--- src/sv/u16u8_pkg.sv ---
// shared types, constants and the utf-8 byte formatter
// for the utf-16 to utf-8 encoder; no dependencies
package u16u8_pkg;

  localparam int unsigned UnitW = 16;
  localparam int unsigned CapW  = 16;
  localparam int unsigned CpW   = 21;
  localparam int unsigned PendW = 10;

  localparam logic [CapW-1:0] CapReset = 16'd512;
  localparam int unsigned QueueDepthDef = 2;

  localparam logic [UnitW-1:0] SurHighMin = 16'hD800;
  localparam logic [UnitW-1:0] SurHighMax = 16'hDBFF;
  localparam logic [UnitW-1:0] SurLowMin  = 16'hDC00;
  localparam logic [UnitW-1:0] SurLowMax  = 16'hDFFF;
  localparam logic [UnitW-1:0] Max1Byte   = 16'h007F;
  localparam logic [UnitW-1:0] Max2Byte   = 16'h07FF;
  localparam logic [10:0]      SuppOffset = 11'h040;  // 0x10000 >> 10
  localparam logic [5:0]       SurHighTag = 6'b110110;  // 0xD800 >> 10

  localparam logic [7:0] Lead2 = 8'hC0;
  localparam logic [7:0] Lead3 = 8'hE0;
  localparam logic [7:0] Lead4 = 8'hF0;
  localparam logic [7:0] ContB = 8'h80;

  typedef enum logic [1:0] {
    SLOT_NONE,
    SLOT_DATA,
    SLOT_MARK
  } slot_kind_e;

  // one character of a job: data bytes or an overflow marker
  typedef struct packed {
    slot_kind_e     kind;
    logic [CpW-1:0] cp;
    logic [2:0]     nbytes;
  } slot_t;

  // work for the back end caused by one accepted code unit
  typedef struct packed {
    slot_t a;
    slot_t b;
    logic  last;
    logic  quiet;
    logic  quiet_ovf;
  } job_t;

  typedef struct packed {
    logic [7:0] data;
    logic       byte_valid;
    logic       last_of_item;
    logic       string_done;
    logic       overflow;
  } result_t;

  function automatic logic [7:0] cont_byte(logic [5:0] bits);
    return ContB | {2'b00, bits};
  endfunction

  function automatic logic [7:0] utf8_byte(logic [CpW-1:0] cp, logic [2:0] nbytes,
                                           logic [1:0] idx);
    logic [7:0] b;
    b = cont_byte(cp[5:0]);
    case (nbytes)
      3'd1: b = cp[7:0];
      3'd2: begin
        if (idx == 2'd0) b = Lead2 | {3'b000, cp[10:6]};
      end
      3'd3: begin
        case (idx)
          2'd0: b = Lead3 | {4'b0000, cp[15:12]};
          2'd1: b = cont_byte(cp[11:6]);
          default: b = cont_byte(cp[5:0]);
        endcase
      end
      3'd4: begin
        case (idx)
          2'd0: b = Lead4 | {5'b00000, cp[20:18]};
          2'd1: b = cont_byte(cp[17:12]);
          2'd2: b = cont_byte(cp[11:6]);
          default: b = cont_byte(cp[5:0]);
        endcase
      end
      default: b = cont_byte(cp[5:0]);
    endcase
    return b;
  endfunction

endpackage

--- src/sv/u16u8_front.sv ---
// front end: accepts code units, pairs surrogates, checks the byte budget
// and builds at most one job per unit; depends on u16u8_pkg
module u16u8_front (
  input  logic                        clk_i,
  input  logic                        rst_ni,
  input  logic                        in_valid_i,
  output logic                        in_ready_o,
  input  logic [u16u8_pkg::UnitW-1:0] code_unit_i,
  input  logic                        last_unit_i,
  input  logic [u16u8_pkg::CapW-1:0]  byte_capacity_i,
  output logic                        job_valid_o,
  input  logic                        job_ready_i,
  output u16u8_pkg::job_t             job_o
);
  import u16u8_pkg::*;

  typedef struct packed {
    slot_t           slot;
    logic            ovf;
    logic [CapW-1:0] used;
  } chk_t;

  function automatic chk_t check_char(logic en, logic [CpW-1:0] cp, logic [2:0] n,
                                      logic ovf, logic [CapW-1:0] used,
                                      logic [CapW-1:0] cap);
    chk_t r;
    logic [CapW+1:0] need_sum;
    r.slot.kind   = SLOT_NONE;
    r.slot.cp     = cp;
    r.slot.nbytes = n;
    r.ovf         = ovf;
    r.used        = used;
    need_sum = {2'b00, used} + {{(CapW-1){1'b0}}, n} + (CapW+2)'(1);
    if (en && !ovf) begin
      if (need_sum > {2'b00, cap}) begin
        r.slot.kind = SLOT_MARK;
        r.ovf       = 1'b1;
      end else begin
        r.slot.kind = SLOT_DATA;
        r.used      = used + {{(CapW-3){1'b0}}, n};
      end
    end
    return r;
  endfunction

  logic              pend_v_q, pend_v_d;
  logic [PendW-1:0]  pend_q, pend_d;
  logic [CapW-1:0]   used_q, used_d;
  logic              ovf_q, ovf_d;

  logic              is_high, is_low, pair, accept;
  logic              c0_en, c1_en;
  logic [CpW-1:0]    c0_cp, c1_cp;
  logic [2:0]        c0_n, c1_n;
  chk_t              chk0, chk1;
  job_t              job;

  always_comb begin
    is_high = (code_unit_i >= SurHighMin) && (code_unit_i <= SurHighMax);
    is_low  = (code_unit_i >= SurLowMin) && (code_unit_i <= SurLowMax);
    pair    = pend_v_q && is_low;

    if (pair) begin
      c0_en = 1'b1;
      c0_cp = {(11'({1'b0, pend_q}) + SuppOffset), code_unit_i[9:0]};
      c0_n  = 3'd4;
      c1_en = 1'b0;
    end else begin
      c0_en = pend_v_q;
      c0_cp = {5'b00000, SurHighTag, pend_q};
      c0_n  = 3'd3;
      c1_en = !(is_high && !last_unit_i);
    end
    c1_cp = {5'b00000, code_unit_i};
    if (code_unit_i <= Max1Byte) c1_n = 3'd1;
    else if (code_unit_i <= Max2Byte) c1_n = 3'd2;
    else c1_n = 3'd3;

    chk0 = check_char(c0_en, c0_cp, c0_n, ovf_q, used_q, byte_capacity_i);
    chk1 = check_char(c1_en, c1_cp, c1_n, chk0.ovf, chk0.used, byte_capacity_i);

    if (chk0.slot.kind == SLOT_NONE) begin
      job.a      = chk1.slot;
      job.b      = chk1.slot;
      job.b.kind = SLOT_NONE;
    end else begin
      job.a = chk0.slot;
      job.b = chk1.slot;
    end
    job.last      = last_unit_i;
    job.quiet     = last_unit_i && (job.a.kind == SLOT_NONE);
    job.quiet_ovf = chk1.ovf;
  end

  assign in_ready_o  = job_ready_i;
  assign accept      = in_valid_i && job_ready_i;
  assign job_valid_o = in_valid_i && ((job.a.kind != SLOT_NONE) || last_unit_i);
  assign job_o       = job;

  always_comb begin
    pend_v_d = pend_v_q;
    pend_d   = pend_q;
    used_d   = used_q;
    ovf_d    = ovf_q;
    if (accept) begin
      if (last_unit_i) begin
        pend_v_d = 1'b0;
        pend_d   = '0;
        used_d   = '0;
        ovf_d    = 1'b0;
      end else begin
        pend_v_d = !pair && is_high;
        pend_d   = code_unit_i[PendW-1:0];
        used_d   = chk1.used;
        ovf_d    = chk1.ovf;
      end
    end
  end

  always_ff @(posedge clk_i or negedge rst_ni) begin
    if (!rst_ni) begin
      pend_v_q <= 1'b0;
      pend_q   <= '0;
      used_q   <= '0;
      ovf_q    <= 1'b0;
    end else begin
      pend_v_q <= pend_v_d;
      pend_q   <= pend_d;
      used_q   <= used_d;
      ovf_q    <= ovf_d;
    end
  end

endmodule

--- src/sv/u16u8_queue.sv ---
// short job queue between front and back end, flop based
// depends on u16u8_pkg
module u16u8_queue #(
  parameter int unsigned Depth = u16u8_pkg::QueueDepthDef
) (
  input  logic            clk_i,
  input  logic            rst_ni,
  input  logic            push_valid_i,
  output logic            push_ready_o,
  input  u16u8_pkg::job_t push_data_i,
  output logic            pop_valid_o,
  input  logic            pop_ready_i,
  output u16u8_pkg::job_t pop_data_o
);
  import u16u8_pkg::*;

  localparam int unsigned PtrW = (Depth > 1) ? $clog2(Depth) : 1;
  localparam int unsigned CntW = $clog2(Depth + 1);

  job_t            mem_q [Depth];
  logic [PtrW-1:0] wr_ptr_q, wr_ptr_d, rd_ptr_q, rd_ptr_d;
  logic [CntW-1:0] cnt_q, cnt_d;
  logic            push, pop;

  function automatic logic [PtrW-1:0] ptr_inc(logic [PtrW-1:0] p);
    return (p == PtrW'(Depth - 1)) ? '0 : p + PtrW'(1);
  endfunction

  assign push_ready_o = (cnt_q != CntW'(Depth));
  assign pop_valid_o  = (cnt_q != '0);
  assign pop_data_o   = mem_q[rd_ptr_q];
  assign push         = push_valid_i && push_ready_o;
  assign pop          = pop_valid_o && pop_ready_i;

  always_comb begin
    wr_ptr_d = push ? ptr_inc(wr_ptr_q) : wr_ptr_q;
    rd_ptr_d = pop ? ptr_inc(rd_ptr_q) : rd_ptr_q;
    cnt_d    = cnt_q;
    if (push && !pop) cnt_d = cnt_q + CntW'(1);
    else if (!push && pop) cnt_d = cnt_q - CntW'(1);
  end

  always_ff @(posedge clk_i or negedge rst_ni) begin
    if (!rst_ni) begin
      wr_ptr_q <= '0;
      rd_ptr_q <= '0;
      cnt_q    <= '0;
    end else begin
      wr_ptr_q <= wr_ptr_d;
      rd_ptr_q <= rd_ptr_d;
      cnt_q    <= cnt_d;
    end
  end

  always_ff @(posedge clk_i) begin
    if (push) mem_q[wr_ptr_q] <= push_data_i;
  end

endmodule

--- src/sv/u16u8_back.sv ---
// back end: walks the head job and emits one result per cycle while a job waits and
// the output is not stalled, into a registered output stage; depends on u16u8_pkg
module u16u8_back (
  input  logic               clk_i,
  input  logic               rst_ni,
  input  logic               job_valid_i,
  input  u16u8_pkg::job_t    job_i,
  output logic               job_pop_o,
  output logic               out_valid_o,
  input  logic               out_ready_i,
  output u16u8_pkg::result_t result_o
);
  import u16u8_pkg::*;

  logic       sel_q, sel_d;
  logic [1:0] idx_q, idx_d;
  logic       out_v_q, out_v_d;
  result_t    res_q, res;
  slot_t      cur;
  logic       slot_end, job_end, advance;

  always_comb begin
    cur      = sel_q ? job_i.b : job_i.a;
    res      = '0;
    slot_end = 1'b1;
    if (job_i.quiet) begin
      res.overflow = job_i.quiet_ovf;
    end else if (cur.kind == SLOT_DATA) begin
      res.data       = utf8_byte(cur.cp, cur.nbytes, idx_q);
      res.byte_valid = 1'b1;
      slot_end       = ({1'b0, idx_q} == (cur.nbytes - 3'd1));
    end else begin
      res.overflow = 1'b1;
    end
    job_end          = job_i.quiet || (slot_end && (sel_q || (job_i.b.kind == SLOT_NONE)));
    res.last_of_item = job_end;
    res.string_done  = job_end && job_i.last;

    advance   = job_valid_i && (!out_v_q || out_ready_i);
    job_pop_o = advance && job_end;

    sel_d   = sel_q;
    idx_d   = idx_q;
    out_v_d = out_v_q;
    if (advance) begin
      out_v_d = 1'b1;
      if (job_end) begin
        sel_d = 1'b0;
        idx_d = '0;
      end else if (slot_end) begin
        sel_d = 1'b1;
        idx_d = '0;
      end else begin
        idx_d = idx_q + 2'd1;
      end
    end else if (out_ready_i) begin
      out_v_d = 1'b0;
    end
  end

  always_ff @(posedge clk_i or negedge rst_ni) begin
    if (!rst_ni) begin
      sel_q   <= 1'b0;
      idx_q   <= '0;
      out_v_q <= 1'b0;
    end else begin
      sel_q   <= sel_d;
      idx_q   <= idx_d;
      out_v_q <= out_v_d;
    end
  end

  always_ff @(posedge clk_i) begin
    if (advance) res_q <= res;
  end

  assign out_valid_o = out_v_q;
  assign result_o    = res_q;

endmodule

--- src/sv/utf16_to_utf8_encoder.sv ---
// Converts a stream of UTF-16 code units into UTF-8 bytes with a per-string byte budget.
// The front end takes one code unit per cycle while the job queue has room, pairs
// surrogates and checks the budget, then queues a job; the back end emits one result per
// cycle from a registered output stage while the output is not stalled. A unit causes up
// to six results, and a held high surrogate causes none but still takes an input transfer.
// That output serializer sets the sustained rate; the job queue lets the input side run
// ahead by its depth. byte_capacity sits at APB address 0.
// A budget overflow gives one marker result (byte_valid low, overflow high) and then
// suppresses the rest of the string, whose last unit still gives a string_done result.
// Depends on u16u8_pkg, u16u8_front, u16u8_queue and u16u8_back.
module utf16_to_utf8_encoder #(
  parameter int unsigned QueueDepth = u16u8_pkg::QueueDepthDef
) (
  input  logic        clk_i,
  input  logic        rst_ni,
  input  logic        s_axis_tvalid,
  output logic        s_axis_tready,
  input  logic [15:0] s_axis_tdata,   // code_unit
  input  logic        s_axis_tlast,   // last_unit
  output logic        m_axis_tvalid,
  input  logic        m_axis_tready,
  output logic [7:0]  m_axis_tdata,   // out_byte
  output logic [2:0]  m_axis_tuser,   // byte_valid, last_of_item, overflow
  output logic        m_axis_tlast,   // string_done
  input  logic        psel,
  input  logic        penable,
  input  logic        pwrite,
  input  logic [2:0]  paddr,
  input  logic [31:0] pwdata,
  output logic [31:0] prdata,
  output logic        pready
);
  import u16u8_pkg::*;

  localparam logic RegCapacity = 1'b0;

  logic [CapW-1:0] cap_q;
  logic            cfg_write;
  logic            job_valid, job_ready, q_valid, q_pop;
  job_t            job, q_job;
  result_t         res;

  assign pready    = 1'b1;
  assign cfg_write = psel && penable && pwrite && pready;
  assign prdata    = (paddr[2] == RegCapacity) ? {16'h0000, cap_q} : 32'h0000_0000;

  always_ff @(posedge clk_i or negedge rst_ni) begin
    if (!rst_ni) begin
      cap_q <= CapReset;
    end else if (cfg_write && (paddr[2] == RegCapacity)) begin
      cap_q <= pwdata[CapW-1:0];
    end
  end

  u16u8_front u_front (
    .clk_i           (clk_i),
    .rst_ni          (rst_ni),
    .in_valid_i      (s_axis_tvalid),
    .in_ready_o      (s_axis_tready),
    .code_unit_i     (s_axis_tdata),
    .last_unit_i     (s_axis_tlast),
    .byte_capacity_i (cap_q),
    .job_valid_o     (job_valid),
    .job_ready_i     (job_ready),
    .job_o           (job)
  );

  u16u8_queue #(
    .Depth (QueueDepth)
  ) u_queue (
    .clk_i        (clk_i),
    .rst_ni       (rst_ni),
    .push_valid_i (job_valid),
    .push_ready_o (job_ready),
    .push_data_i  (job),
    .pop_valid_o  (q_valid),
    .pop_ready_i  (q_pop),
    .pop_data_o   (q_job)
  );

  u16u8_back u_back (
    .clk_i       (clk_i),
    .rst_ni      (rst_ni),
    .job_valid_i (q_valid),
    .job_i       (q_job),
    .job_pop_o   (q_pop),
    .out_valid_o (m_axis_tvalid),
    .out_ready_i (m_axis_tready),
    .result_o    (res)
  );

  assign m_axis_tdata = res.data;
  assign m_axis_tuser = {res.overflow, res.last_of_item, res.byte_valid};
  assign m_axis_tlast = res.string_done;

endmodule

--- config.mk ---
export PLATFORM = sky130hd
export DESIGN_NAME = utf16_to_utf8_encoder
export DESIGN_NICKNAME = d
export VERILOG_FILES = /design/src/sv/u16u8_pkg.sv /design/src/sv/u16u8_front.sv /design/src/sv/u16u8_queue.sv /design/src/sv/u16u8_back.sv /design/src/sv/utf16_to_utf8_encoder.sv
export SDC_FILE = /design/constraint.sdc
export NUM_CORES = 1
export LEC_CHECK = 0
export BUFFER_PORTS_ARGS = -buffer_cell sky130_fd_sc_hd__clkbuf_2
export CAP_MARGIN = 20
export CORE_ASPECT_RATIO = 1.4
export CORE_UTILIZATION = 50
export DETAILED_ROUTE_END_ITERATION = 12
export PLACE_DENSITY = 0.7
export SKIP_CTS_REPAIR_TIMING = 1
export SLEW_MARGIN = 20
export SYNTH_ARGS = -nofsm -noshare
export SYNTH_HDL_FRONTEND = slang
export SYNTH_SLANG_ARGS = --single-unit
--- constraint.sdc ---
create_clock -name clk_i -period 12.6 [get_ports clk_i]
set_clock_uncertainty 0.1 [all_clocks]
set_input_delay 2.52 -clock clk_i [delete_from_list [all_inputs] [get_ports clk_i]]
set_output_delay 2.52 -clock clk_i [all_outputs]
set_load 0.01 [all_outputs]
==> flow_summary_export.csv, run 1 <==
group,metric,value,unit
synth,synth_cells,975,
pwr,ir_drop,0.0001018,V
global_route,track_usage,25.46,%
timing,fin_crit_sh,95.23,%
floorplanning,chipHeight,172.3,um
timing,hold_violations,0,
layout,drive_above_1_share,20.47,%
placed_design,gp_congestion,0.9444,
pwr,powerDensity,194.9,mW/mm2
synth,dominantRegCellSynth,"edfxtp_1",
job,maxCapViolations,0,
critical_path,worstSetupPathType,"input pin to flip-flop",
timing,slew_viol_final,0,
critical_path,worstPathArrival,12.22,ns
floorplanning,rows,61,
route,dr.pass1.iters,5,
critical_path,cp.depth,44,
route,wirelength,25500,um
placed_design,pre_cts_ws,0.07557,ns
global_route,grt_max_degree,53,
route,drc,0,
placed_design,place_hpwl,18390,um
worst_hold_path,whs_path_depth,2,
synth,synth_seq_cells,162,
timing,slew_headroom,25.59,%
layout,layout.nets,1168,
placed_design,dp.cells,1290,
floorplanning,die_area,0.02130,mm2
route,final_antenna_net_count,0,
floorplanning,pin_count,106,
synth,yosys_warnings,0,
critical_path,cpPeakStageDelay,0.60,ns
synth,syn_avg_cell_area,10.62,um2
floorplanning,core_area,0.02007,mm2
synth,synth_edf_count,110,
worst_hold_path,hold_path.class,"flip-flop to flip-flop",
pwr,leakagePower,0.004640,uW
floorplanning,start_util,51.61,%
clock_tree,clk_latency,0.43,ns
clock_tree,tritoncts,"yes",
status,outcome,"finished clean",
critical_path,critPathLaunchType,"input pin",
synth,synth.distinct_cells,84,
placed_design,portBuffers,70,
synth,ys_seq_area_share,44.46,%
floorplanning,chipWidth,123.6,um
timing,hold_slack,0.3943,ns
timing,setup_viol,0,
synth,synthArstFlopShare,32.10,%
clock_tree,cts_buffer_depth,2,
timing,worst_pin_slew,1.112,ns
critical_path,end_kind,"flip-flop",
layout,utilization,58.30,%
layout,fillers,1742,
critical_path,critPathMaxFanout,16,
route,vias_per_cell,6.033,
clock_tree,cts.htree.levels,4,
layout,final_cells,1322,
layout,diodes,0,
timing,fin_crit,12.00,ns
clock_tree,clk_pin_slew,0.07,ns
route,vias,7976,
critical_path,critPathTopFamily,"simple AND/OR/NAND/NOR gates",
global_route,grt.overflow.total,0,
route,drt-initial-drc-count,648,
timing,tns,0,ns
critical_path,reg2reg_depth,42,
clock_tree,cts-root-buf,"clkbuf_16",
global_route,grt_pass1_vias,7809,
critical_path,cp_slowest_cell,"or4b_1",
route,wl_per_cell,19.29,um
synth,syn_area,0.01036,mm2
critical_path,cp_common_cell,"a21oi_1",
clock_tree,clock_sinks,162,
global_route,grt_pass1_wl,40770,um
global_route,antenna_found_initial,0,
critical_path,crit_buf_inv,4,
critical_path,critical_path_required,12.82,ns
clock_tree,cts_buffers,17,
timing,setup_ws,0.6013,ns
timing,max_freq,83.34,MHz
layout,synthToLayoutAreaGrowth,12.97,%
[cell usage after synthesis (13+ instances only)]
master / instances / area (um2)
dfrtp_1: 51 / 1276
nand2_1: 69 / 259.0
nand4_1: 13 / 81.33
o21ai_0: 40 / 200.2
mux4_2: 18 / 405.4
clkbuf_1: 35 / 131.4
a21oi_1: 36 / 180.2
nand3_1: 26 / 130.1
xor2_1: 25 / 219.0
xnor2_1: 48 / 420.4
inv_1: 49 / 183.9
buf_4: 21 / 157.7
nor3_1: 29 / 145.1
ha_1: 50 / 625.6
nor2_1: 75 / 281.5
mux2i_1: 16 / 160.2
edfxtp_1: 110 / 3303
mux2_2: 28 / 315.3
[layout make-up]
cell class	instances	area [um2]	share of cell area, %
inverter	49	183.9	1.572
clock inverter	15	191.4	1.636
multi-input combinational	715	5314	45.41
tap	252	315.3	2.694
sequential	162	4607	39.37
clock buffer	17	425.4	3.635
timing repair buffer	112	665.6	5.688
[worst register-to-register path, delay by kind of cell, from the launching register on]
family | cells | cell delay (ns)
buffers and inverters | 3 | 0.30
DFF | 1 | 0.43
AOI/OAI and AO/OA | 16 | 3.52
and+or+nand+nor | 15 | 3.40
adders and majority gates | 5 | 1.55
xor gates and xnor gates | 3 | 0.59
[state kept, by name, indices dropped and copies added, names as in the netlist]
register / count
u_queue.cnt_q: 2
u_back.out_valid_o: 1
u_queue.wr_ptr_q: 1
cap_q: 16
u_back.result_o: 12
u_front.pend_v_q: 1
u_front.pend_q: 10
u_front.used_q: 16
u_front.ovf_q: 1
u_back.idx_q: 2
u_queue.mem_q: 98
u_queue.rd_ptr_q: 1
u_back.sel_q: 1
[kinds of logic after synthesis]
kind of cell / after synthesis / synth area share [%]
AND/OR/NAND/NOR: 298 / 14.59
AO/OA/AOI/OAI: 212 / 14.49
flip-flops: 162 / 44.46
buffers and inverters: 113 / 5.121
XOR/XNOR: 74 / 6.329
multiplexers: 62 / 8.503
adder cells (fa/ha/maj): 52 / 6.426
other: 2 / 0.07250
[cell usage in the layout, fill, tap and decap left out, drive strengths merged, types with 28 or more instances in the layout]
cell type	instances
inv	55
ha	50
a21oi	36
nor2	75
nor3	29
clkbuf	87
mux2	28
xnor2	48
edfxtp	110
nand2	70
dfrtp	51
buf	42
o21ai	50
[power breakdown]
group          total (uW)  internal, uW  leakage, uW  switching (uW)
clock                 531           286     0.000297             245
combinational         942           389      0.00266             553
sequential            807           729      0.00168            78.3
total                2280          1400      0.00464             876
[per-layer routing]
metal | GRT usage (%) | up-vias | wire length (um)
li1 | - | 3754 | -
met1 | 29.08 | 3849 | 9903
met2 | 45.48 | 296 | 13370
met3 | 3.562 | 77 | 1073
met4 | 13.36 | 0 | 1156
met5 | 0 | - | 0
[per-stage QoR]
step	area [um2]	power, uW
3_3_place_gp	11060	1729
3_5_place_dp	11060	1754
4_1_cts	11670	2289
2_1_floorplan	10420	1462
5_1_grt	11700	2434
6_report	11700	2281
[path summary, 6_finish.rpt]
path / start / end / slack (ns)
worst max register to register: u_front.pend_v_q$_DFFE_PN0P_ / u_front.used_q[6]$_DFFE_PN0P_ / 2.59
min in group asynchronous: rst_ni / cap_q[11]$_DFFE_PN0P_ / 2.13
worst min register to register: u_back.out_valid_o$_DFFE_PN0P_ / u_back.out_valid_o$_DFFE_PN0P_ / 0.39
worst min-delay path: u_back.out_valid_o$_DFFE_PN0P_ / u_back.out_valid_o$_DFFE_PN0P_ / 0.39
worst max-delay path: s_axis_tdata[14] / u_front.used_q[6]$_DFFE_PN0P_ / 0.60
max in group asynchronous: rst_ni / u_queue.rd_ptr_q$_DFFE_PN0P_ / 9.72
Note: power is estimated with default switching activity, not from simulation.
==> run 2: changes to the inputs <==
--- a/config.mk
+++ b/config.mk
@@ -11,6 +11,7 @@
 export CORE_UTILIZATION = 50
 export DETAILED_ROUTE_END_ITERATION = 12
 export PLACE_DENSITY = 0.7
+export RECOVER_POWER = 100
 export SKIP_CTS_REPAIR_TIMING = 1
 export SLEW_MARGIN = 20
 export SYNTH_ARGS = -nofsm -noshare
==> run 2 against run 1 <==
  * The flow now finishes with violations (max-capacitance violations, max-slew violations)
  * Non-clock buffer count did not move
  * Worst hold slack got worse by 0.00084 ns
  * Total power fell by 0.57%
  * Count of clock-buffer cells in the layout stayed put
  * Routed wire length is essentially flat
  * Final cell count unchanged
  * Setup slack improved by 0.0044 ns
  * Sequential share of layout area is 0.25 points higher
  * Global-route usage did not move
  * Via count decreased by 0.64%
  * Clock power about the same
  * Register-to-register slack better by 0.04 ns
  * Largest power group unchanged
==> flow_summary_export.csv, run 2 (synthesis gave the netlist of run 1 again) <==
group,metric,value,unit
status,outcome,"finished with violations",
status,failed_checks,"max-capacitance violations, max-slew violations",
floorplanning,die_area,0.02130,mm2
route,final_antenna_net_count,0,
timing,slew_viol_final,53,
layout,drive_above_1_share,15.33,%
route,wl_per_cell,19.29,um
global_route,track_usage,25.46,%
timing,slew_headroom,-110.5,%
floorplanning,rows,61,
route,wirelength,25500,um
placed_design,portBuffers,70,
timing,setup_viol,0,
floorplanning,chipHeight,172.3,um
timing,worst_pin_slew,3.158,ns
layout,regArea,0.004606,mm2
timing,hold_violations,0,
timing,fin_crit_sh,95.19,%
critical_path,critPathMaxFanout,16,
layout,mostFrequentLayoutCell,"edfxtp_1",
critical_path,critPathLaunchType,"input pin",
layout,largest_register_ff_count,98,
clock_tree,clk_latency,0.43,ns
global_route,grt_pass1_vias,7809,
global_route,grt.overflow.total,0,
critical_path,end_kind,"flip-flop",
critical_path,cp_slowest_cell,"or4b_1",
layout,stdcell_area,0.01162,mm2
job,maxCapViolations,1,
pwr,powerDensity,195.1,mW/mm2
floorplanning,pin_count,106,
clock_tree,cts_buffers,17,
placed_design,gp_congestion,0.9444,
worst_hold_path,hold_path.class,"flip-flop to flip-flop",
layout,fillers,1771,
timing,max_freq,83.37,MHz
critical_path,critical_path_required,12.82,ns
placed_design,placed_area,0.01106,mm2
route,drt-initial-drc-count,701,
layout,diodes,0,
clock_tree,clk_pin_slew,0.07,ns
clock_tree,clock_sinks,162,
critical_path,worstPathArrival,12.21,ns
floorplanning,chipWidth,123.6,um
timing,rsz0062_at_grt,"no",
clock_tree,cts-root-buf,"clkbuf_16",
pwr,ir_drop,0.0001010,V
layout,layout.nets,1168,
layout,mostFrequentLayoutCells,"edfxtp_1 (110), nor2_1 (74), nand2_1 (69)",
route,drc,0,
timing,setup_ws,0.6056,ns
global_route,grt_pass1_wl,40770,um
timing,tns,0,ns
layout,multi_input_area,0.005314,mm2
critical_path,cpPeakStageDelay,0.60,ns
layout,top_register,"u_queue.mem_q",
route,vias_per_cell,5.995,
placed_design,place_hpwl,18390,um
clock_tree,tritoncts,"yes",
critical_path,worstSetupPathType,"input pin to flip-flop",
layout,largestRegisters,"u_queue.mem_q: 98 flops, cap_q: 16 flops, u_front.used_q: 16 flops",
global_route,grt_max_degree,53,
pwr,totalPowerFinal,2268,uW
layout,utilization,57.91,%
timing,fin_crit,11.99,ns
critical_path,cp_common_cell,"a21oi_1",
placed_design,pre_cts_ws,0.07557,ns
route,dr.pass1.iters,5,
clock_tree,cts.htree.levels,4,
floorplanning,start_util,51.61,%
route,vias,7925,
pwr,leakagePower,0.004485,uW
floorplanning,core_area,0.02007,mm2
global_route,antenna_found_initial,0,
clock_tree,cts_buffer_depth,2,
layout,synthToLayoutAreaGrowth,12.22,%
run 2: final timing paths:
check	from	to	slack, ns	depth (start not counted)
worst min register to register	u_back.out_valid_o$_DFFE_PN0P_	u_back.out_valid_o$_DFFE_PN0P_	0.39	2
max in group asynchronous	rst_ni	u_front.pend_q[7]$_DFFE_PN0P_	7.49	2
worst max-delay path	s_axis_tdata[15]	u_front.used_q[6]$_DFFE_PN0P_	0.61	44
worst min-delay path	u_back.out_valid_o$_DFFE_PN0P_	u_back.out_valid_o$_DFFE_PN0P_	0.39	2
worst max register to register	u_front.pend_v_q$_DFFE_PN0P_	u_front.used_q[6]$_DFFE_PN0P_	2.63	42
min in group asynchronous	rst_ni	cap_q[11]$_DFFE_PN0P_	3.13	2
run 2: layout make-up:
class                   instances  area share [%]
repair buffers                112           5.069
well taps                     252           2.712
flip-flops and latches        162           39.62
clock inverters                15           1.647
inverters                      49           1.582
multi-input cells             715           45.71
clock buffers                  17           3.659
run 2: where the power goes:
group / total (uW) / switching (uW) / internal (uW)
clock: 530 / 244 / 286
sequential: 807 / 78.1 / 729
combinational: 930 / 552 / 378
total: 2270 / 875 / 1390
run 2: routing by layer:
| metal | share of wire, % | GRT usage [%] | up-vias |
|---|---|---|---|
| li1 | - | - | 3745 |
| met5 | 0 | 0 | - |
| met1 | 39 | 29.08 | 3829 |
| met3 | 3.9 | 3.562 | 78 |
| met2 | 52 | 45.48 | 273 |
| met4 | 4.6 | 13.36 | 0 |
run 2: critical path: cells and delay by family:
kind,cells,cell delay (ns)
adder cells (fa/ha/maj),5,1.55
AND/OR/NAND/NOR,16,3.57
buffers and inverters,4,0.46
XOR/XNOR,3,0.58
AO/OA/AOI/OAI,16,3.49
run 2: per-stage QoR:
stage | std cells | hold WS (ns)
3_5_place_dp | 1290 | 0.3870
4_1_cts | 1322 | 0.4035
2_1_floorplan | 990 | 0.3563
5_1_grt | 1322 | 0.4145
6_report | 1322 | 0.3934
3_3_place_gp | 1290 | 0.3749
==> run 3: changes to the inputs <==
--- a/config.mk
+++ b/config.mk
@@ -11,7 +11,7 @@
 export CORE_UTILIZATION = 50
 export DETAILED_ROUTE_END_ITERATION = 12
 export PLACE_DENSITY = 0.7
-export RECOVER_POWER = 100
+export RECOVER_POWER = 50
 export SKIP_CTS_REPAIR_TIMING = 1
 export SLEW_MARGIN = 20
 export SYNTH_ARGS = -nofsm -noshare
==> run 3 against run 2 <==
  * The run still ends with max-capacitance violations, max-slew violations left
  * Sequential share of layout area is 0.068 points lower
  * Non-clock buffer count stayed put
  * First-iteration DRC count is 3.9% higher
==> flow_summary_export.csv, run 3 (synthesis gave the netlist of run 1 again) <==
group,metric,value,unit
status,outcome,"finished with violations",
status,failed_checks,"max-capacitance violations, max-slew violations",
clock_tree,cts.htree.levels,4,
critical_path,worstSetupPathType,"input pin to flip-flop",
timing,setup_viol,0,
floorplanning,rows,61,
route,drt-initial-drc-count,728,
placed_design,gp_congestion,0.9444,
placed_design,place_hpwl,18390,um
clock_tree,cts_buffers,17,
timing,fin_crit,12.03,ns
pwr,clockPowerShare,23.4,%
route,vias_per_cell,6.031,
clock_tree,clk_latency,0.43,ns
critical_path,critical_path_required,12.82,ns
layout,mostFrequentLayoutCells,"edfxtp_1 (110), nor2_1 (74), nand2_1 (69)",
timing,worst_pin_slew,3.174,ns
layout,largest_register_ff_count,98,
global_route,met1_usage,29.08,%
pwr,leakagePower,0.004538,uW
layout,mostFrequentLayoutCell,"edfxtp_1",
critical_path,cpPeakStageDelay,0.60,ns
clock_tree,cts-root-buf,"clkbuf_16",
pwr,p_comb_share,41.1,%
global_route,grt-busiest-layer,"met2",
timing,max_freq,83.11,MHz
critical_path,regToRegEndpoint,"u_front.used_q[6]$_DFFE_PN0P_",
critical_path,r2r-start,"u_front.pend_v_q$_DFFE_PN0P_",
layout,largestRegisters,"u_queue.mem_q: 98 flops, cap_q: 16 flops, u_front.used_q: 16 flops",
global_route,grt_max_degree,53,
layout,diodes,0,
clock_tree,clock_sinks,162,
placed_design,portBuffers,70,
clock_tree,cts_buffer_depth,2,
critical_path,critPathLaunchType,"input pin",
critical_path,worstPathArrival,12.25,ns
critical_path,cp_slowest_cell,"or4b_1",
layout,synthToLayoutAreaGrowth,12.42,%
timing,slew_viol_final,53,
global_route,grt_pass1_vias,7809,
global_route,grt_pass1_wl,40770,um
critical_path,startpoint,"s_axis_tdata[15]",
critical_path,reg2reg_depth,42,
timing,hold_violations,0,
pwr,seqPwrFrac,35.5,%
route,wirelength,25520,um
global_route,track_usage,25.46,%
job,maxCapViolations,1,
clock_tree,tritoncts,"yes",
critical_path,cp_common_cell,"a21oi_1",
floorplanning,core_area,0.02007,mm2
floorplanning,start_util,51.61,%
pwr,ir_drop,0.0001012,V
floorplanning,chipWidth,123.6,um
layout,drive_above_1_share,16.82,%
global_route,grt_use_met3,3.562,%
global_route,grt.overflow.total,0,
worst_hold_path,hold_path.class,"flip-flop to flip-flop",
pwr,power_switching,876.6,uW
timing,rsz0062_at_grt,"no",
timing,fin_crit_sh,95.50,%
floorplanning,chipHeight,172.3,um
timing,setup_ws,0.5672,ns
pwr,p_sw_share,38.59,%
pwr,powerDensity,195.0,mW/mm2
critical_path,end_kind,"flip-flop",
layout,final_cells,1322,
route,dr.pass1.iters,7,
global_route,grtUsageMet2,45.48,%
clock_tree,clk_pin_slew,0.07,ns
timing,slew_headroom,-111.6,%
route,final_antenna_net_count,0,
placed_design,pre_cts_ws,0.07557,ns
floorplanning,die_area,0.02130,mm2
floorplanning,pin_count,106,
pwr,p_int,1395,uW
layout,top_register,"u_queue.mem_q",
critical_path,endpoint,"u_front.used_q[6]$_DFFE_PN0P_",
critical_path,critPathMaxFanout,16,
global_route,antenna_found_initial,0,
route,vias,7973,
layout,layout.nets,1168,
route,wl_per_cell,19.31,um
critical_path,r2r_setup_slack,2.60,ns
route,drc,0,
timing,tns,0,ns
placed_design,dp.cells,1290,
worst_hold_path,holdCritStartpoint,"u_back.out_valid_o$_DFFE_PN0P_",
## run 3: area by class of cell
cell class | count | area [um2]
Inverter | 49 | 183.9
Clock inverter | 15 | 191.4
Sequential cell | 162 | 4606
Fill cell | 1762 | 8428
Timing Repair Buffer | 112 | 609.3
Tap cell | 252 | 315.3
Multi-Input combinational cell | 715 | 5314
Clock buffer | 17 | 425.4
## run 3: worst min-delay path by stage
stage	end	slack [ns]	cells past startpoint
after floorplan	u_queue.wr_ptr_q$_DFFE_PN0P_	0.36	1
after global placement	u_back.out_valid_o$_DFFE_PN0P_	0.37	2
after detailed placement	u_back.out_valid_o$_DFFE_PN0P_	0.39	2
after CTS	u_back.out_valid_o$_DFFE_PN0P_	0.40	2
after global routing	cap_q[6]$_DFFE_PN0P_	0.41	1
final	u_back.out_valid_o$_DFFE_PN0P_	0.39	2
## run 3: metrics by stage
stage | instance area, um2 | power (uW) | utilization, % | hold WS, ns
floorplan | 10420 | 1462 | - | 0.3563
global placement | 11060 | 1729 | 55.08 | 0.3749
detailed placement | 11060 | 1754 | 55.08 | 0.3870
CTS | 11670 | 2289 | 58.16 | 0.4035
global route | 11640 | 2425 | 58.01 | 0.4145
finish | 11640 | 2271 | 58.01 | 0.3935
## run 3: critical path: cells and delay by family
family | cells | cell delay (ns)
xor gates and xnor gates | 3 | 0.57
buffers and inverters | 4 | 0.47
and+or+nand+nor | 16 | 3.61
AOI/OAI and AO/OA | 16 | 3.48
adders and majority gates | 5 | 1.55
## run 3: power by group through the flow
stage | Sequential, uW | Combinational, uW | Clock (uW)
2_1_floorplan | 796 | 666 | 0
3_3_place_gp | 813 | 916 | 0
3_5_place_dp | 820 | 934 | 0
4_1_cts | 809 | 942 | 538
5_1_grt | 825 | 1040 | 560
6_report | 807 | 933 | 531
## run 3: layer usage
| metal | vias to the layer above | wire length (um) |
|---|---|---|
| li1 | 3755 | - |
| met1 | 3843 | 9910 |
| met2 | 293 | 13370 |
| met3 | 82 | 1051 |
| met4 | 0 | 1190 |
| met5 | - | 0 |
